<file path="config.mk">
export PLATFORM = sky130hd
export DESIGN_NAME = u29_varint_codec_flat
export DESIGN_NICKNAME = d
export VERILOG_FILES = /design/src/sv/u29_pkg.sv /design/src/sv/u29_in_if.sv /design/src/sv/u29_out_if.sv /design/src/sv/u29_front.sv /design/src/sv/u29_fifo.sv /design/src/sv/u29_back.sv /design/src/sv/u29_varint_codec.sv /design/src/flat_wrapper.sv
export SDC_FILE = /design/constraint.sdc
export NUM_CORES = 1
export LEC_CHECK = 0
export BUFFER_PORTS_ARGS = -buffer_cell sky130_fd_sc_hd__buf_2
export CAP_MARGIN = 20
export CORE_MARGIN = 4
export CORE_UTILIZATION = 30
export CTS_CLUSTER_SIZE = 8
export DETAILED_ROUTE_END_ITERATION = 8
export PLACE_DENSITY = 0.54
export SKIP_CTS_REPAIR_TIMING = 1
export SYNTH_ARGS = -nofsm -noshare
export SYNTH_HDL_FRONTEND = slang
export SYNTH_SLANG_ARGS = --single-unit
</file>
<file path="constraint.sdc">
create_clock -name i_clk -period 5.05 [get_ports i_clk]
set_input_delay 0.505 -clock i_clk [delete_from_list [all_inputs] [get_ports i_clk]]
set_output_delay 0.505 -clock i_clk [all_outputs]
set_load 0.01 [all_outputs]
</file>
<file path="src/sv/u29_pkg.sv">
`timescale 1ns / 1ps

package u29_pkg;

    // Operation codes of an input transaction
    typedef enum logic [1:0] {
        OP_ENC_U = 2'd0,
        OP_ENC_S = 2'd1,
        OP_DEC_U = 2'd2,
        OP_DEC_S = 2'd3
    } t_op;

    // Kind of work queued between front and back
    typedef enum logic [1:0] {
        KIND_ENC = 2'd0,
        KIND_ERR = 2'd1,
        KIND_VAL = 2'd2
    } t_kind;

    // One queued command.
    // KIND_ENC: data holds the encoded bytes, first byte in [31:24];
    //           last_idx is the index of the final byte.
    // KIND_VAL: data holds the decoded value.
    typedef struct packed {
        t_kind       kind;
        logic [1:0]  last_idx;
        logic [31:0] data;
    } t_cmd;

endpackage

</file>
<file path="src/sv/u29_in_if.sv">
`timescale 1ns / 1ps

interface u29_in_if;
    logic        valid;
    logic        ready;
    logic [1:0]  operation;
    logic [31:0] value_word;
    logic [7:0]  byte_in;

    modport source (output valid, output operation, output value_word, output byte_in,
                    input ready);
    modport sink   (input valid, input operation, input value_word, input byte_in,
                    output ready);
endinterface

</file>
<file path="src/sv/u29_out_if.sv">
`timescale 1ns / 1ps

interface u29_out_if;
    logic        valid;
    logic        ready;
    logic [7:0]  byte_out;
    logic        byte_valid;
    logic        last;
    logic [31:0] value_out;
    logic        value_valid;
    logic        error_flag;

    modport source (output valid, output byte_out, output byte_valid, output last,
                    output value_out, output value_valid, output error_flag,
                    input ready);
    modport sink   (input valid, input byte_out, input byte_valid, input last,
                    input value_out, input value_valid, input error_flag,
                    output ready);
endinterface

</file>
<file path="src/sv/u29_front.sv">
`timescale 1ns / 1ps

module u29_front (
    input  logic             i_clk,
    input  logic             i_rst_n,
    u29_in_if.sink           i_in,
    input  logic             i_full,
    output logic             o_push,
    output u29_pkg::t_cmd    o_cmd
);

    logic [1:0]  r_pos;
    logic [28:0] r_acc;
    logic [1:0]  n_pos;
    logic [28:0] n_acc;

    logic        accept;
    logic [28:0] enc_v;
    logic        enc_err;
    logic [28:0] dec_acc;
    logic        dec_done;

    assign i_in.ready = !i_full;
    assign accept     = i_in.valid && !i_full;
    assign enc_v      = i_in.value_word[28:0];

    // Continuation groups carry 7 bits; the fourth byte carries 8
    always_comb begin
        if (r_pos == 2'd3) begin
            dec_acc  = {r_acc[20:0], i_in.byte_in};
            dec_done = 1'b1;
        end else begin
            dec_acc  = {r_acc[21:0], i_in.byte_in[6:0]};
            dec_done = !i_in.byte_in[7];
        end
    end

    always_comb begin
        n_pos   = r_pos;
        n_acc   = r_acc;
        o_push  = 1'b0;
        enc_err = 1'b0;
        o_cmd   = '{kind: u29_pkg::KIND_ERR, last_idx: 2'd0, data: 32'd0};

        unique case (u29_pkg::t_op'(i_in.operation))
            u29_pkg::OP_ENC_U, u29_pkg::OP_ENC_S: begin
                if (u29_pkg::t_op'(i_in.operation) == u29_pkg::OP_ENC_U) begin
                    enc_err = i_in.value_word[31:29] != 3'd0;
                end else begin
                    enc_err = i_in.value_word[31:28] != {4{i_in.value_word[28]}};
                end
                o_push = accept;
                if (!enc_err) begin
                    o_cmd.kind = u29_pkg::KIND_ENC;
                    if (enc_v[28:7] == 22'd0) begin
                        o_cmd.last_idx = 2'd0;
                        o_cmd.data     = {1'b0, enc_v[6:0], 24'd0};
                    end else if (enc_v[28:14] == 15'd0) begin
                        o_cmd.last_idx = 2'd1;
                        o_cmd.data     = {1'b1, enc_v[13:7], 1'b0, enc_v[6:0], 16'd0};
                    end else if (enc_v[28:21] == 8'd0) begin
                        o_cmd.last_idx = 2'd2;
                        o_cmd.data     = {1'b1, enc_v[20:14], 1'b1, enc_v[13:7],
                                          1'b0, enc_v[6:0], 8'd0};
                    end else begin
                        o_cmd.last_idx = 2'd3;
                        o_cmd.data     = {1'b1, enc_v[28:22], 1'b1, enc_v[21:15],
                                          1'b1, enc_v[14:8], enc_v[7:0]};
                    end
                end
            end
            u29_pkg::OP_DEC_U, u29_pkg::OP_DEC_S: begin
                if (accept) begin
                    if (dec_done) begin
                        o_push     = 1'b1;
                        n_pos      = 2'd0;
                        n_acc      = 29'd0;
                    end else begin
                        n_pos      = r_pos + 2'd1;
                        n_acc      = dec_acc;
                    end
                end
                o_cmd.kind = u29_pkg::KIND_VAL;
                // Signed mode sets bits 31:29 when bit 28 is set
                o_cmd.data = {{3{dec_acc[28] &&
                                 (u29_pkg::t_op'(i_in.operation) == u29_pkg::OP_DEC_S)}},
                              dec_acc};
            end
            default: begin
                o_push = 1'b0;
            end
        endcase
    end

    always_ff @(posedge i_clk) begin
        if (!i_rst_n) begin
            r_pos <= 2'd0;
            r_acc <= 29'd0;
        end else begin
            r_pos <= n_pos;
            r_acc <= n_acc;
        end
    end

endmodule

</file>
<file path="src/sv/u29_fifo.sv">
`timescale 1ns / 1ps

module u29_fifo #(
    parameter int DEPTH = 4
) (
    input  logic          i_clk,
    input  logic          i_rst_n,
    input  logic          i_push,
    input  u29_pkg::t_cmd i_cmd,
    output logic          o_full,
    output logic          o_valid,
    output u29_pkg::t_cmd o_cmd,
    input  logic          i_pop
);

    localparam int PTR_W = (DEPTH > 1) ? $clog2(DEPTH) : 1;
    localparam int CNT_W = $clog2(DEPTH + 1);

    u29_pkg::t_cmd r_mem [DEPTH];
    logic [PTR_W-1:0] r_wr;
    logic [PTR_W-1:0] r_rd;
    logic [CNT_W-1:0] r_cnt;
    logic             do_push;
    logic             do_pop;

    assign o_full  = r_cnt == CNT_W'(DEPTH);
    assign o_valid = r_cnt != '0;
    assign o_cmd   = r_mem[r_rd];
    assign do_push = i_push && !o_full;
    assign do_pop  = i_pop && o_valid;

    always_ff @(posedge i_clk) begin
        if (do_push) begin
            r_mem[r_wr] <= i_cmd;
        end
    end

    always_ff @(posedge i_clk) begin
        if (!i_rst_n) begin
            r_wr  <= '0;
            r_rd  <= '0;
            r_cnt <= '0;
        end else begin
            if (do_push) begin
                r_wr <= (r_wr == PTR_W'(DEPTH - 1)) ? '0 : r_wr + PTR_W'(1);
            end
            if (do_pop) begin
                r_rd <= (r_rd == PTR_W'(DEPTH - 1)) ? '0 : r_rd + PTR_W'(1);
            end
            if (do_push && !do_pop) begin
                r_cnt <= r_cnt + CNT_W'(1);
            end else if (do_pop && !do_push) begin
                r_cnt <= r_cnt - CNT_W'(1);
            end
        end
    end

endmodule

</file>
<file path="src/sv/u29_back.sv">
`timescale 1ns / 1ps

module u29_back (
    input  logic          i_clk,
    input  logic          i_rst_n,
    input  logic          i_head_valid,
    input  u29_pkg::t_cmd i_head,
    output logic          o_pop,
    u29_out_if.source     o_out
);

    logic        r_valid;
    logic [1:0]  r_idx;
    logic [7:0]  r_byte;
    logic        r_byte_valid;
    logic        r_last;
    logic [31:0] r_value;
    logic        r_value_valid;
    logic        r_error;

    logic        n_valid;
    logic [1:0]  n_idx;
    logic [7:0]  n_byte;
    logic        n_byte_valid;
    logic        n_last;
    logic [31:0] n_value;
    logic        n_value_valid;
    logic        n_error;

    logic        load;
    logic [7:0]  sel_byte;

    assign load = !r_valid || o_out.ready;

    always_comb begin
        case (r_idx)
            2'd0:    sel_byte = i_head.data[31:24];
            2'd1:    sel_byte = i_head.data[23:16];
            2'd2:    sel_byte = i_head.data[15:8];
            default: sel_byte = i_head.data[7:0];
        endcase
    end

    always_comb begin
        n_valid       = r_valid;
        n_idx         = r_idx;
        n_byte        = r_byte;
        n_byte_valid  = r_byte_valid;
        n_last        = r_last;
        n_value       = r_value;
        n_value_valid = r_value_valid;
        n_error       = r_error;
        o_pop         = 1'b0;

        if (load) begin
            n_valid       = i_head_valid;
            n_byte        = 8'd0;
            n_byte_valid  = 1'b0;
            n_last        = 1'b0;
            n_value       = 32'd0;
            n_value_valid = 1'b0;
            n_error       = 1'b0;
            if (i_head_valid) begin
                unique case (i_head.kind)
                    u29_pkg::KIND_ENC: begin
                        n_byte       = sel_byte;
                        n_byte_valid = 1'b1;
                        n_last       = r_idx == i_head.last_idx;
                        if (r_idx == i_head.last_idx) begin
                            o_pop = 1'b1;
                            n_idx = 2'd0;
                        end else begin
                            n_idx = r_idx + 2'd1;
                        end
                    end
                    u29_pkg::KIND_ERR: begin
                        n_error = 1'b1;
                        n_last  = 1'b1;
                        o_pop   = 1'b1;
                    end
                    u29_pkg::KIND_VAL: begin
                        n_value       = i_head.data;
                        n_value_valid = 1'b1;
                        n_last        = 1'b1;
                        o_pop         = 1'b1;
                    end
                    default: begin
                        n_valid = 1'b0;
                        o_pop   = 1'b1;
                    end
                endcase
            end
        end
    end

    always_ff @(posedge i_clk) begin
        if (!i_rst_n) begin
            r_valid <= 1'b0;
            r_idx   <= 2'd0;
        end else begin
            r_valid <= n_valid;
            r_idx   <= n_idx;
        end
    end

    always_ff @(posedge i_clk) begin
        r_byte        <= n_byte;
        r_byte_valid  <= n_byte_valid;
        r_last        <= n_last;
        r_value       <= n_value;
        r_value_valid <= n_value_valid;
        r_error       <= n_error;
    end

    assign o_out.valid       = r_valid;
    assign o_out.byte_out    = r_byte;
    assign o_out.byte_valid  = r_byte_valid;
    assign o_out.last        = r_last;
    assign o_out.value_out   = r_value;
    assign o_out.value_valid = r_value_valid;
    assign o_out.error_flag  = r_error;

endmodule

</file>
<file path="src/sv/u29_varint_codec.sv">
`timescale 1ns / 1ps
// Channel  | Dir | Handshake    | Payload
// ---------+-----+--------------+-----------------------------------------------
// i_in     | in  | valid/ready  | operation[1:0], value_word[31:0], byte_in[7:0]
// o_out    | out | valid/ready  | byte_out[7:0], byte_valid, last, value_out[31:0],
//          |     |              | value_valid, error_flag
//
// Flow: the input side takes one transaction per cycle while the command
// queue has room. The output register gives one result per cycle while
// o_out.ready is high: an encode gives one result per byte (1 to 4), an
// error or a finished decode one, a continuation byte none. Sustained rate
// is set by the byte-wide output port, one result per encoded byte.
// Path: a command is written into the queue, then loaded into the output register.
// Reset: synchronous, active low; clears queue pointers, decode state and the
// output valid. Stalls: o_out.ready low holds the result; input keeps flowing
// until QUEUE_DEPTH commands are waiting.

module u29_varint_codec #(
    parameter int QUEUE_DEPTH = 4
) (
    input  logic      i_clk,
    input  logic      i_rst_n,
    u29_in_if.sink    i_in,
    u29_out_if.source o_out
);

    // Front: classification, range check, byte packing and decode accumulation
    logic          push;
    u29_pkg::t_cmd push_cmd;
    logic          full;

    // Back: drains commands, one result per cycle while o_out.ready is high
    logic          head_valid;
    u29_pkg::t_cmd head_cmd;
    logic          pop;

    u29_front u_front (
        .i_clk   (i_clk),
        .i_rst_n (i_rst_n),
        .i_in    (i_in),
        .i_full  (full),
        .o_push  (push),
        .o_cmd   (push_cmd)
    );

    // Decouples acceptance from multi-byte emission
    u29_fifo #(
        .DEPTH (QUEUE_DEPTH)
    ) u_fifo (
        .i_clk   (i_clk),
        .i_rst_n (i_rst_n),
        .i_push  (push),
        .i_cmd   (push_cmd),
        .o_full  (full),
        .o_valid (head_valid),
        .o_cmd   (head_cmd),
        .i_pop   (pop)
    );

    u29_back u_back (
        .i_clk        (i_clk),
        .i_rst_n      (i_rst_n),
        .i_head_valid (head_valid),
        .i_head       (head_cmd),
        .o_pop        (pop),
        .o_out        (o_out)
    );

endmodule

</file>
<file path="src/flat_wrapper.sv">
// flat-port wrapper written by rule: the top's interface ports become plain ports
module u29_varint_codec_flat 
#(
    parameter int QUEUE_DEPTH = 4
)
  (i_clk, i_rst_n, i_in_valid, i_in_operation, i_in_value_word, i_in_byte_in, i_in_ready, o_out_valid, o_out_byte_out, o_out_byte_valid, o_out_last, o_out_value_out, o_out_value_valid, o_out_error_flag, o_out_ready);
  u29_in_if i_in_i ();
  u29_out_if o_out_i ();
  input  logic i_clk;
  input  logic i_rst_n;
  input wire logic [$bits(i_in_i.valid)-1:0] i_in_valid;
  input wire logic [$bits(i_in_i.operation)-1:0] i_in_operation;
  input wire logic [$bits(i_in_i.value_word)-1:0] i_in_value_word;
  input wire logic [$bits(i_in_i.byte_in)-1:0] i_in_byte_in;
  output wire logic [$bits(i_in_i.ready)-1:0] i_in_ready;
  output wire logic [$bits(o_out_i.valid)-1:0] o_out_valid;
  output wire logic [$bits(o_out_i.byte_out)-1:0] o_out_byte_out;
  output wire logic [$bits(o_out_i.byte_valid)-1:0] o_out_byte_valid;
  output wire logic [$bits(o_out_i.last)-1:0] o_out_last;
  output wire logic [$bits(o_out_i.value_out)-1:0] o_out_value_out;
  output wire logic [$bits(o_out_i.value_valid)-1:0] o_out_value_valid;
  output wire logic [$bits(o_out_i.error_flag)-1:0] o_out_error_flag;
  input wire logic [$bits(o_out_i.ready)-1:0] o_out_ready;
  assign i_in_i.valid = i_in_valid;
  assign i_in_i.operation = i_in_operation;
  assign i_in_i.value_word = i_in_value_word;
  assign i_in_i.byte_in = i_in_byte_in;
  assign i_in_ready = i_in_i.ready;
  assign o_out_valid = o_out_i.valid;
  assign o_out_byte_out = o_out_i.byte_out;
  assign o_out_byte_valid = o_out_i.byte_valid;
  assign o_out_last = o_out_i.last;
  assign o_out_value_out = o_out_i.value_out;
  assign o_out_value_valid = o_out_i.value_valid;
  assign o_out_error_flag = o_out_i.error_flag;
  assign o_out_i.ready = o_out_ready;
  u29_varint_codec #(.QUEUE_DEPTH(QUEUE_DEPTH)) u_core (.i_clk(i_clk), .i_rst_n(i_rst_n), .i_in(i_in_i), .o_out(o_out_i));
endmodule
</file>
======== Yosys cells after proc, flatten, opt, wreduce, memory -nomap -nowiden ========
Memories as Yosys holds them, arrays and structs flattened. A register that Yosys moved wholly into a read port is not among the register bits.
Cells that the tools add are included.
Widths: inputs -> output; s select.
cells by class
  add/sub/neg operators ................... 6
  eq/ne operators ......................... 13
  reductions and logical operators ........ 29
  mux-type cells .......................... 36
operators with widths
  cell                 number
  $mux 34              2
  $pmux 32 s2          1
  $mux 35              1
  $mux 33              1
  $mux 29              1
  $pmux 8 s3           1
  $logic_not 22->1     1
  $mux 22              1
  $mux 1               16
  $logic_not 15->1     1
  $eq 2x2->1 const B   7
  $mux 2               7
  $add 2x1->2 const B  4
  $logic_not 8->1      1
  $eq 2x1->1 const B   3
  $logic_and 1x1->1    6
  $logic_not 2->1      3
  $mux 3               2
  $reduce_and 2->1     3
  $reduce_bool 3->1    2
  $reduce_or 2->1      3
  $logic_not 1->1      5
  $pmux 1 s2           2
  $pmux 2 s2           1
  other kinds (9)      9
storage, ports and cells
  memory bits (writable) .................. 144
  memories ................................ 1
  logic and storage cells ................. 98
  output and inout port bits .............. 46
  register bits ........................... 78
memories
  name                 words  bits a word  read ports  clocked after memory_dff  write ports  line            RTL
  u_core.u_fifo.r_mem  4      36           1           1                         1            u29_fifo.sv:19  u29_pkg::t_cmd r_mem [DEPTH];

======== Depth between registers and ports, before layout ========
Gate-level depths: netlist (run 1).
  depth after elaboration ................. 10
  mapped depth ............................ 14
  gate-level depth less buffers ........... 11

======== Cells and area by module ========
A second synthesis (run 1) with hierarchy kept.
second synthesis, totals
  cells, all modules ...................... 638
  area, all modules ....................... 9899.5 um^2
by module, submodules not included
  module     times used  cells an instance  area an instance (um^2)  sequential area each (um^2)
  u29_fifo   1           239                5730.5                   4504.3
  u29_front  1           250                2114.5                   480.5
  u29_back   1           149                2054.5                   1381.3

======== Worst setup path after synthesis (run 1) ========
OpenSTA, ideal clock, no wires.
  path type ............................... reg-to-reg
  start ................................... register with a tool-made name
  end ..................................... register u_core.u_fifo.r_cnt[2]
  cell stages (with the launch flop) ...... 15
  library setup time ...................... 70 ps
  clock period less this slack ............ 3528 ps
  arrival time ............................ 3457 ps
  buffers on the path ..................... 3
  slack ................................... 1522 ps
  cell sequence ........................... dfxtp_1 > buf_2 > buf_2 > buf_2 > mux4_2 > inv_1 > ha_1 > inv_1 > o21ai_0 > ha_1 > inv_1 > fa_1 > xor2_1 > or3_1 > a21oi_1
RTL lines
  element               line            RTL
  end signal, assigned  u29_fifo.sv:51  r_cnt <= r_cnt + CNT_W'(1);
  end signal, assigned  u29_fifo.sv:53  r_cnt <= r_cnt - CNT_W'(1);
  end, declared         u29_fifo.sv:22  logic [CNT_W-1:0] r_cnt;

==> metrics.yaml, run 1 <==
status: "finished, final reports clean"
hold_depth: 3
ios: 92
layout_setup_ws_ns: 1.73
final_cells: 1148
holdCritPathClass: "primary input to register"
drt-wirelength-per-cell_um: 21.0
path_class: "register to register"
dp.cells: 1098
p_per_area_mw_per_mm2: 501
nFillCells: 3001
r2r_setup_slack_ns: 1.73
num_rows: 65
final.min_clock_period_ns: 3.32
place_ws_ns: 1.67
power_mw: 5.73
viasPerCell: 5.15
synth_cells: 635
yosys_warnings: 0
hold_path_startpoint: "i_in_byte_in[6]"
routed_wl_um: 24100
drtIter0Drc: 642
r2r_end: "u_core.u_fifo.r_cnt[2]$_SDFFE_PN0P_"
drc: 0
peakVddDrop_v: 0.000238
hpwl_um: 16800
maxSlewHeadroom_pct: 34.7
dr_total_vias: 5912
critPathMaxStageDelay_ns: 0.79
p_leak_nw: 4.18
worst_slew_pin_slew_ns: 0.977
start_util_pct: 30.4
clk_pin_slew_ns: 0.05
finalCritPeriodShare_pct: 65.8
start_kind: "register"
worstPathArrival_ns: 3.75
syn_nets: 697
rsz0062_at_grt: "no"
setup_tns_ns: 0
cap_violations: 0
fmax_mhz: 301
grt_util_met2_pct: 18.7
clock-root-buffer: "clkbuf_16"
nets: 794
diodes: 0
post-route-util_pct: 36.4
use_met1_pct: 20.7
cts.htree.levels: 2
antenna_found_initial: 0
cts.sinks: 224
synth-edff-count: 188
synthFlopType: "edfxtp_1"
tritoncts: "done"
avgSynthCellArea_sq_um: 15.0
yosysMostFrequentCell: "edfxtp_1"
finClkSkew_ns: 0.0251
chipHeight_um: 186
grt_pass1_wl_um: 36500
post_synth_main_area_contributors: "edfxtp_1, mux4_2, dfxtp_1, a22oi_1, mux2i_1"
grt_overflow: 0
use_met3_pct: 2.77
track_usage_pct: 13.5
grt_busiest_layer: "met1"
clk_latency_ns: 0.50
layout-drive-gt1-share_pct: 25.9
synth_top_area_share_pct: 59.1
cts_buffer_depth: 3
synth_common_cells: "edfxtp_1, nor2_1, dfxtp_1, mux4_2, a22oi_1"
grt_max_degree: 50
crit_top_cell: "inv_1"
area_growth_pct: 19.8
numCtsBuffers: 34
crit_path_end_kind: "register"
required_ns: 5.47
routabilityCongestion: 0.852
synthArstFlopShare_pct: 0
ys_ff_latch: 224
dieArea_sq_mm: 0.0348
critPathSlowestCell: "dfxtp_2"
setup_viol: 0
synth_area_sq_mm: 0.00955
ant_nets: 0
finalHoldViolations: 0
hold_end: "u_core.u_front.r_acc[6]$_SDFFE_PN0P_"
dr.pass1.iters: 6
die_w_um: 186
r2r_cells: 11
cpLargestDelayFamily: "adder cells"
slew_violations: 0
worstPathCellList: "mux4_2 > inv_1 > ha_1 > inv_1 > o21ai_0 > ha_1 > inv_1 > fa_1 > xor2_1 > or3_1 > a21oi_1"
crit_path_max_fanout: 20
crit_buf_inv: 3
synth_area_leader_cell: "edfxtp_1"
ys_types: 50
yosysSeqAreaShare_pct: 66.6
grt_pass1_vias: 5922
numPortBuffers: 91
core_area_sq_mm: 0.0315
==> final cells by class <==
class                      count  area, sq um  share of cell area (%)
sequential                   224         6370                    55.6
inverter                      14         52.6                   0.459
tap                          402          503                    4.40
clock buffer                  46          917                    8.01
multi-input combinational    356         2970                    26.0
timing repair buffer         102          538                    4.70
clock inverter                 4         92.6                   0.809
==> through the flow <==
step	hold slack (ns)	area, sq um
6_report	0.309	11400
5_1_grt	0.298	11400
4_1_cts	0.288	11400
3_5_place_dp	0.469	10400
3_3_place_gp	0.462	10400
2_1_floorplan	0.449	9550
==> layer usage <==
layer  part of all wire [%]  vias up
li1                       -     2693
met1                     48     2900
met2                     42      262
met3                    7.1       57
met4                    3.3        0
met5                      0        -
==> layout by cell type, fill, tap and decap left out, types with 11 or more instances in the layout <==
master,netlist,final
edfxtp_1,188,188
buf_2,7,91
nor2_1,50,50
mux4_2,36,36
a22oi_1,35,35
dfxtp_1,36,35
clkbuf_16,0,35
and3_1,32,32
nand2_1,28,28
a21oi_1,28,28
mux2i_1,21,21
o22ai_1,15,15
ha_1,15,15
inv_1,13,13
o21ai_0,12,12
clkbuf_1,30,11
buf_4,0,11
==> registers in the layout, indices dropped and copies added, names as in the netlist, named ones only <==
name,cells
u_core.u_back.o_out.byte_out,8
u_core.u_back.o_out.byte_valid,1
u_core.u_back.o_out.error_flag,1
u_core.u_back.o_out.last,1
u_core.u_back.o_out.valid,1
u_core.u_back.o_out.value_out,32
u_core.u_back.o_out.value_valid,1
u_core.u_back.r_idx,2
u_core.u_fifo.r_cnt,3
u_core.u_fifo.r_mem,144
u_core.u_fifo.r_rd,2
u_core.u_fifo.r_wr,2
u_core.u_front.r_acc,22
u_core.u_front.r_pos,2
==> where the power goes <==
group	internal, mW	switching [mW]
registers	2.29	0.117
clock network	1.36	0.760
logic	0.494	0.708
==> how the worst max path moves through the flow <==
stage | endpoint | slack (ns) | depth (start not counted)
3_5_place_dp | u_core.u_fifo.r_cnt[2]$_SDFFE_PN0P_ | 1.67 | 11
4_1_cts | u_core.u_fifo.r_cnt[2]$_SDFFE_PN0P_ | 1.64 | 11
5_1_grt | u_core.u_fifo.r_cnt[2]$_SDFFE_PN0P_ | 1.46 | 11
2_1_floorplan | u_core.u_fifo.r_cnt[2]$_SDFFE_PN0P_ | 1.52 | 14
3_3_place_gp | u_core.u_fifo.r_cnt[2]$_SDFFE_PN0P_ | 1.66 | 11
6_report | u_core.u_fifo.r_cnt[2]$_SDFFE_PN0P_ | 1.73 | 11
==> cells by family after synthesis <==
group / Yosys count / synth area share [%]
xor+xnor: 4 / 0.367
fa+ha+maj: 16 / 2.17
mux: 63 / 11.4
buf+inv: 55 / 2.33
flops: 224 / 66.6
simple gates: 151 / 8.08
compound gates: 122 / 9.01
==> worst register-to-register path, cell delays in order, from the launching register on <==
cell and delay, ns:
dfxtp_2 0.79, mux4_2 0.63, inv_1 0.10, ha_1 0.18, inv_1 0.06, o21ai_0 0.17, ha_1 0.20, inv_1 0.07
fa_1 0.43, xor2_1 0.18, or3_1 0.30, a21oi_1 0.15
Note: power is estimated with default switching activity, not from simulation.
==> run 2, diff against run 1 <==
==> constraint.sdc (replaced) <==
create_clock -name i_clk -period 3.15 [get_ports i_clk]
set_input_delay 0.315 -clock i_clk [delete_from_list [all_inputs] [get_ports i_clk]]
set_output_delay 0.315 -clock i_clk [all_outputs]
set_load 0.01 [all_outputs]
==> run 2 against run 1 <==
Compared with the run above:
- cell area up 0.28%
- global-route usage down 0.22 points
- non-clock buffer count up 20
- utilization up 0.10 points
- clock power up 43%
- die area unchanged
- critical endpoint unchanged
- largest cell class unchanged
- highest routed layer unchanged
==> metrics.yaml, run 2 (same netlist as run 1, synthesis figures left out) <==
regMostFlops: "u_core.u_fifo.r_mem"  # unchanged
worstPathArrival_ns: 3.33  # was 3.75 ns
drc: 0  # unchanged
drt-wirelength-per-cell_um: 20.3  # was 21.0 um
rsz0062_at_grt: "no"  # unchanged
crit_path_max_fanout: 6  # was 20
stdcell_area_sq_mm: 0.0115  # was 0.0114 sq mm
numCtsBuffers: 31  # was 34
die_w_um: 186  # unchanged
required_ns: 3.63  # was 5.47 ns
start_util_pct: 30.4  # unchanged
cap_violations: 0  # unchanged
antenna_found_initial: 1  # was 0
ios: 92  # unchanged
peakVddDrop_v: 0.000422  # was 0.000238 V
path_class: "register to register"  # unchanged
cts.htree.levels: 1  # was 2
final_cells: 1175  # was 1148
routabilityCongestion: 0.864  # was 0.852
core_area_sq_mm: 0.0315  # unchanged
finalCritPeriodShare_pct: 90.6  # was 65.8%
viasPerCell: 5.03  # was 5.15
dr.pass1.iters: 5  # was 6
holdCritPathClass: "primary input to register"  # unchanged
numPortBuffers: 91  # unchanged
area_growth_pct: 20.1  # was 19.8%
p_leak_nw: 4.22  # was 4.18 nW
largest_reg_flops: 144  # unchanged
clk_latency_ns: 0.55  # was 0.50 ns
slew_violations: 0  # unchanged
cts.sinks: 224  # unchanged
setup_tns_ns: 0  # unchanged
ant_nets: 0  # unchanged
nets: 811  # was 794
fmax_mhz: 350  # was 301 MHz
mostFrequentLayoutCells: "edfxtp_1, buf_2, nor2_1"  # unchanged
setup_viol: 0  # unchanged
grt_pass1_vias: 5906  # was 5922
track_usage_pct: 13.3  # was 13.5%
final.min_clock_period_ns: 2.85  # was 3.32 ns
layout_setup_ws_ns: 0.297  # was 1.73 ns
status: "finished, final reports clean"  # unchanged
worst_slew_pin_slew_ns: 0.836  # was 0.977 ns
maxSlewHeadroom_pct: 43.7  # was 34.7%
cpLargestDelayFamily: "adder cells"  # unchanged
worstPathCellList: "mux4_2 > inv_1 > ha_1 > inv_1 > o21ai_0 > ha_1 > inv_1 > fa_1 > xor2_1 > or3_1 > a21oi_1"  # unchanged
diodes: 0  # unchanged
post-route-util_pct: 36.5  # was 36.4%
p_per_area_mw_per_mm2: 769  # was 501 mW/mm^2
layout-drive-gt1-share_pct: 26.6  # was 25.9%
critPathMaxStageDelay_ns: 0.55  # was 0.79 ns
routed_wl_um: 23900  # was 24100 um
dp.cells: 1118  # was 1098
nFillCells: 3012  # was 3001
drtIter0Drc: 469  # was 642
grt_overflow: 0  # unchanged
final_common_cell: "edfxtp_1"  # unchanged
dr_total_vias: 5912  # unchanged
start_kind: "register"  # unchanged
crit_top_cell: "inv_1"  # unchanged
crit_path_end_kind: "register"  # unchanged
grt_max_degree: 49  # was 50
critPathSlowestCell: "mux4_2"  # was dfxtp_2
dpl_cell_area_sq_mm: 0.0106  # was 0.0104 sq mm
finClkSkew_ns: 0.0179  # was 0.0251 ns
grt_pass1_wl_um: 36300  # was 36500 um
clock-root-buffer: "clkbuf_16"  # unchanged
chipHeight_um: 186  # unchanged
finalHoldViolations: 0  # unchanged
hpwl_um: 16600  # was 16800 um
num_rows: 65  # unchanged
place_ws_ns: 0.238  # was 1.67 ns
dieArea_sq_mm: 0.0348  # unchanged
tritoncts: "done"  # unchanged
cts_buffer_depth: 3  # unchanged
crit_buf_inv: 3  # unchanged
clk_pin_slew_ns: 0.05  # about the same
run 2: power by group:
part	internal, mW	switching, mW	total [mW]
clock network	1.84	1.19	3.03
logic	0.818	1.18	1.99
registers	3.67	0.133	3.81
run 2: worst paths after layout:
path         slack [ns]  depth (start not counted)                                  from                                    to
max reg2reg        0.30                         11                              register   u_core.u_fifo.r_cnt[2]$_SDFFE_PN0P_
min reg2reg        0.48                          2  u_core.u_front.r_pos[0]$_SDFFE_PN0P_  u_core.u_front.r_pos[0]$_SDFFE_PN0P_
max                0.30                         11                              register   u_core.u_fifo.r_cnt[2]$_SDFFE_PN0P_
min                0.02                          3                       i_in_byte_in[2]  u_core.u_front.r_acc[2]$_SDFFE_PN0P_
run 2: final cells by class:
type	instances	area, sq um	share of cell area, %
Clock buffer	56	870	7.58
Clock inverter	1	20.0	0.174
Inverter	14	52.6	0.458
Multi-Input combinational cell	356	2970	25.9
Sequential cell	224	6370	55.5
Tap cell	402	503	4.38
Timing Repair Buffer	122	688	6.00
run 2: worst reg2reg max path, cell delays in order (launching register included):
cell     delay, ns
dfxtp_4       0.39
mux4_2        0.56
inv_1         0.11
ha_1          0.19
inv_1         0.06
o21ai_0       0.17
ha_1          0.20
inv_1         0.07
fa_1          0.43
xor2_1        0.17
or3_1         0.30
a21oi_1       0.13
run 2: layer usage:
layer,wire (um),track usage (%)
met5,0,0
met4,652,3.84
met3,1770,3.22
met2,9800,18.2
met1,11600,20.7
run 2: through the flow:
stage	hold WS [ns]	total power, mW
final	0.0243	8.83
after global routing	0.0418	9.30
after CTS	0.0102	8.94
after detailed placement	0.471	5.89
after global placement	0.465	5.88
after floorplan	0.449	5.16
==> run 3, diff against run 2 <==
--- a/config.mk
+++ b/config.mk
@@ -11,8 +11,8 @@
 export CORE_UTILIZATION = 30
 export CTS_CLUSTER_SIZE = 8
 export DETAILED_ROUTE_END_ITERATION = 8
-export PLACE_DENSITY = 0.54
 export SKIP_CTS_REPAIR_TIMING = 1
+export SLEW_MARGIN = 30
 export SYNTH_ARGS = -nofsm -noshare
 export SYNTH_HDL_FRONTEND = slang
 export SYNTH_SLANG_ARGS = --single-unit
==> run 3 against run 2 <==
Compared with the run above:
- routed wire length fell by 0.72%
- via count rose by 2.3%
- critical path depth did not move
- fmax fell by 1.6%
- sequential power barely moved
- first-iteration DRC count rose by 35%
- clock skew fell by 0.0020 ns
- cell area fell by 0.24%
- combinational power barely moved
- cell count fell by 0.34%
- sequential share of layout area rose by 0.13 points
- total power rose by 0.24%
- highest routed layer unchanged
==> metrics.yaml, run 3 (same netlist as run 1, synthesis figures left out) <==
status: "finished, final reports clean"  # unchanged
final.min_clock_period_ns: 2.90  # was 2.85 ns
track_usage_pct: 13.1  # was 13.3%
p_per_area_mw_per_mm2: 773  # was 769 mW/mm^2
routabilityCongestion: 0.878  # was 0.864
finalHoldViolations: 0  # unchanged
nFillCells: 2988  # was 3012
place_ws_ns: 0.202  # was 0.238 ns
cellInternalPower_mw: 6.34  # was 6.33 mW
ant_nets: 0  # unchanged
peakVddDrop_v: 0.000473  # was 0.000422 V
post-route-util_pct: 36.4  # was 36.5%
drt-wirelength-per-cell_um: 20.2  # was 20.3 um
largest_reg_flops: 144  # unchanged
dr_total_vias: 6049  # was 5912
crit_path_end_kind: "register"  # unchanged
diodes: 0  # unchanged
numPortBuffers: 91  # unchanged
nets: 807  # was 811
slew_violations: 0  # unchanged
p_comb_share_pct: 22.7  # was 22.6%
antenna_found_initial: 0  # was 1
clk_pin_slew_ns: 0.05  # about the same
holdCritPathClass: "primary input to register"  # unchanged
dieArea_sq_mm: 0.0348  # unchanged
p_switching_mw: 2.51  # was 2.50 mW
cts.sinks: 224  # unchanged
regMostFlops: "u_core.u_fifo.r_mem"  # unchanged
path_class: "register to register"  # unchanged
drc: 0  # unchanged
r2r_cells: 11  # unchanged
cap_violations: 0  # unchanged
drtIter0Drc: 631  # was 469
dr.pass1.iters: 5  # unchanged
num_rows: 65  # unchanged
setup_tns_ns: 0  # unchanged
layout_setup_ws_ns: 0.250  # was 0.297 ns
setup_viol: 0  # unchanged
grt_max_degree: 49  # unchanged
switching_share_pct: 28.3  # about the same
worst_slew_pin_slew_ns: 0.659  # was 0.836 ns
r2r_setup_slack_ns: 0.25  # was 0.30 ns
chipHeight_um: 186  # unchanged
grt_pass1_wl_um: 36000  # was 36300 um
routed_wl_um: 23700  # was 23900 um
clk_latency_ns: 0.55  # about the same
start_kind: "register"  # unchanged
crit_path_max_fanout: 7  # was 6
area_growth_pct: 19.8  # was 20.1%
finClkSkew_ns: 0.0159  # was 0.0179 ns
power_frac_clock_pct: 34.2  # was 34.3%
numCtsBuffers: 31  # unchanged
core_area_sq_mm: 0.0315  # unchanged
grt_overflow: 0  # unchanged
ios: 92  # unchanged
p_leak_nw: 4.20  # was 4.22 nW
fmax_mhz: 345  # was 350 MHz
worstPathArrival_ns: 3.38  # was 3.33 ns
grt_pass1_vias: 5891  # was 5906
die_w_um: 186  # unchanged
required_ns: 3.63  # about the same
rsz0062_at_grt: "no"  # unchanged
finalCritPeriodShare_pct: 92.1  # was 90.6%
final_common_cell: "edfxtp_1"  # unchanged
cts_buffer_depth: 3  # unchanged
tritoncts: "done"  # unchanged
pwr-share-seq_pct: 43.1  # about the same
hpwl_um: 16500  # was 16600 um
mostFrequentLayoutCells: "edfxtp_1, buf_2, nor2_1"  # unchanged
start_util_pct: 30.4  # unchanged
hold_depth: 3  # unchanged
clock-root-buffer: "clkbuf_16"  # unchanged
cts.htree.levels: 1  # unchanged
maxSlewHeadroom_pct: 56.1  # was 43.7%
viasPerCell: 5.17  # was 5.03
layout-drive-gt1-share_pct: 26.4  # was 26.6%
## run 3: cell count changes in the layout (fill, tap and decap cells not counted)
cell,before,now
ha_2,0,1
buf_4,31,27
ha_1,15,14
## run 3: path summary, 6_finish.rpt
| kind | startpoint | endpoint |
|---|---|---|
| worst max-delay path | register | u_core.u_fifo.r_cnt[2]$_SDFFE_PN0P_ |
| worst min-delay path | i_in_byte_in[5] | u_core.u_front.r_acc[5]$_SDFFE_PN0P_ |
| worst max register to register | register | u_core.u_fifo.r_cnt[2]$_SDFFE_PN0P_ |
| worst min register to register | u_core.u_front.r_pos[0]$_SDFFE_PN0P_ | u_core.u_front.r_pos[0]$_SDFFE_PN0P_ |
## run 3: layout make-up
cell class	instances	area, sq um	share of cell area [%]
sequential	224	6370	55.6
multi-input combinational	356	2980	26.0
clock buffer	56	870	7.60
timing repair buffer	118	658	5.75
tap	402	503	4.39
inverter	14	52.6	0.459
clock inverter	1	20.0	0.175
## run 3: power by group through the flow
stage / combinational, mW / sequential [mW] / clock (mW)
2_1_floorplan: 1.19 / 3.97 / 0
3_3_place_gp: 2.01 / 3.87 / 0
3_5_place_dp: 2.02 / 3.88 / 0
4_1_cts: 2.03 / 3.82 / 3.09
5_1_grt: 2.20 / 3.86 / 3.24
6_report: 2.01 / 3.82 / 3.02
## run 3: metal layers
layer / vias to the layer above / part of all wire, % / track usage, %
li1: 2732 / - / -
met1: 3032 / 48 / 20.6
met2: 242 / 42 / 18.4
met3: 43 / 7.6 / 2.79
met4: 0 / 2.1 / 3.33
met5: - / 0 / 0
## run 3: stage by stage
| stage | total power, mW | std cells | hold slack, ns | instance area [sq um] |
|---|---|---|---|---|
| detailed placement | 5.90 | 1114 | 0.470 | 10600 |
| global placement | 5.88 | 1114 | 0.464 | 10600 |
| CTS | 8.94 | 1171 | 0.0286 | 11400 |
| finish | 8.85 | 1171 | 0.0421 | 11400 |
| floorplan | 5.16 | 635 | 0.449 | 9570 |
| global route | 9.29 | 1171 | 0.0482 | 11400 |
## run 3: worst max-delay path, stage by stage (launching register included)
cell,delay (ns)
dfxtp_4,0.40
mux4_2,0.55
inv_1,0.11
ha_1,0.19
inv_1,0.06
o21ai_0,0.17
ha_1,0.21
inv_1,0.07
fa_1,0.43
xor2_1,0.18
or3_1,0.31
a21oi_1,0.14
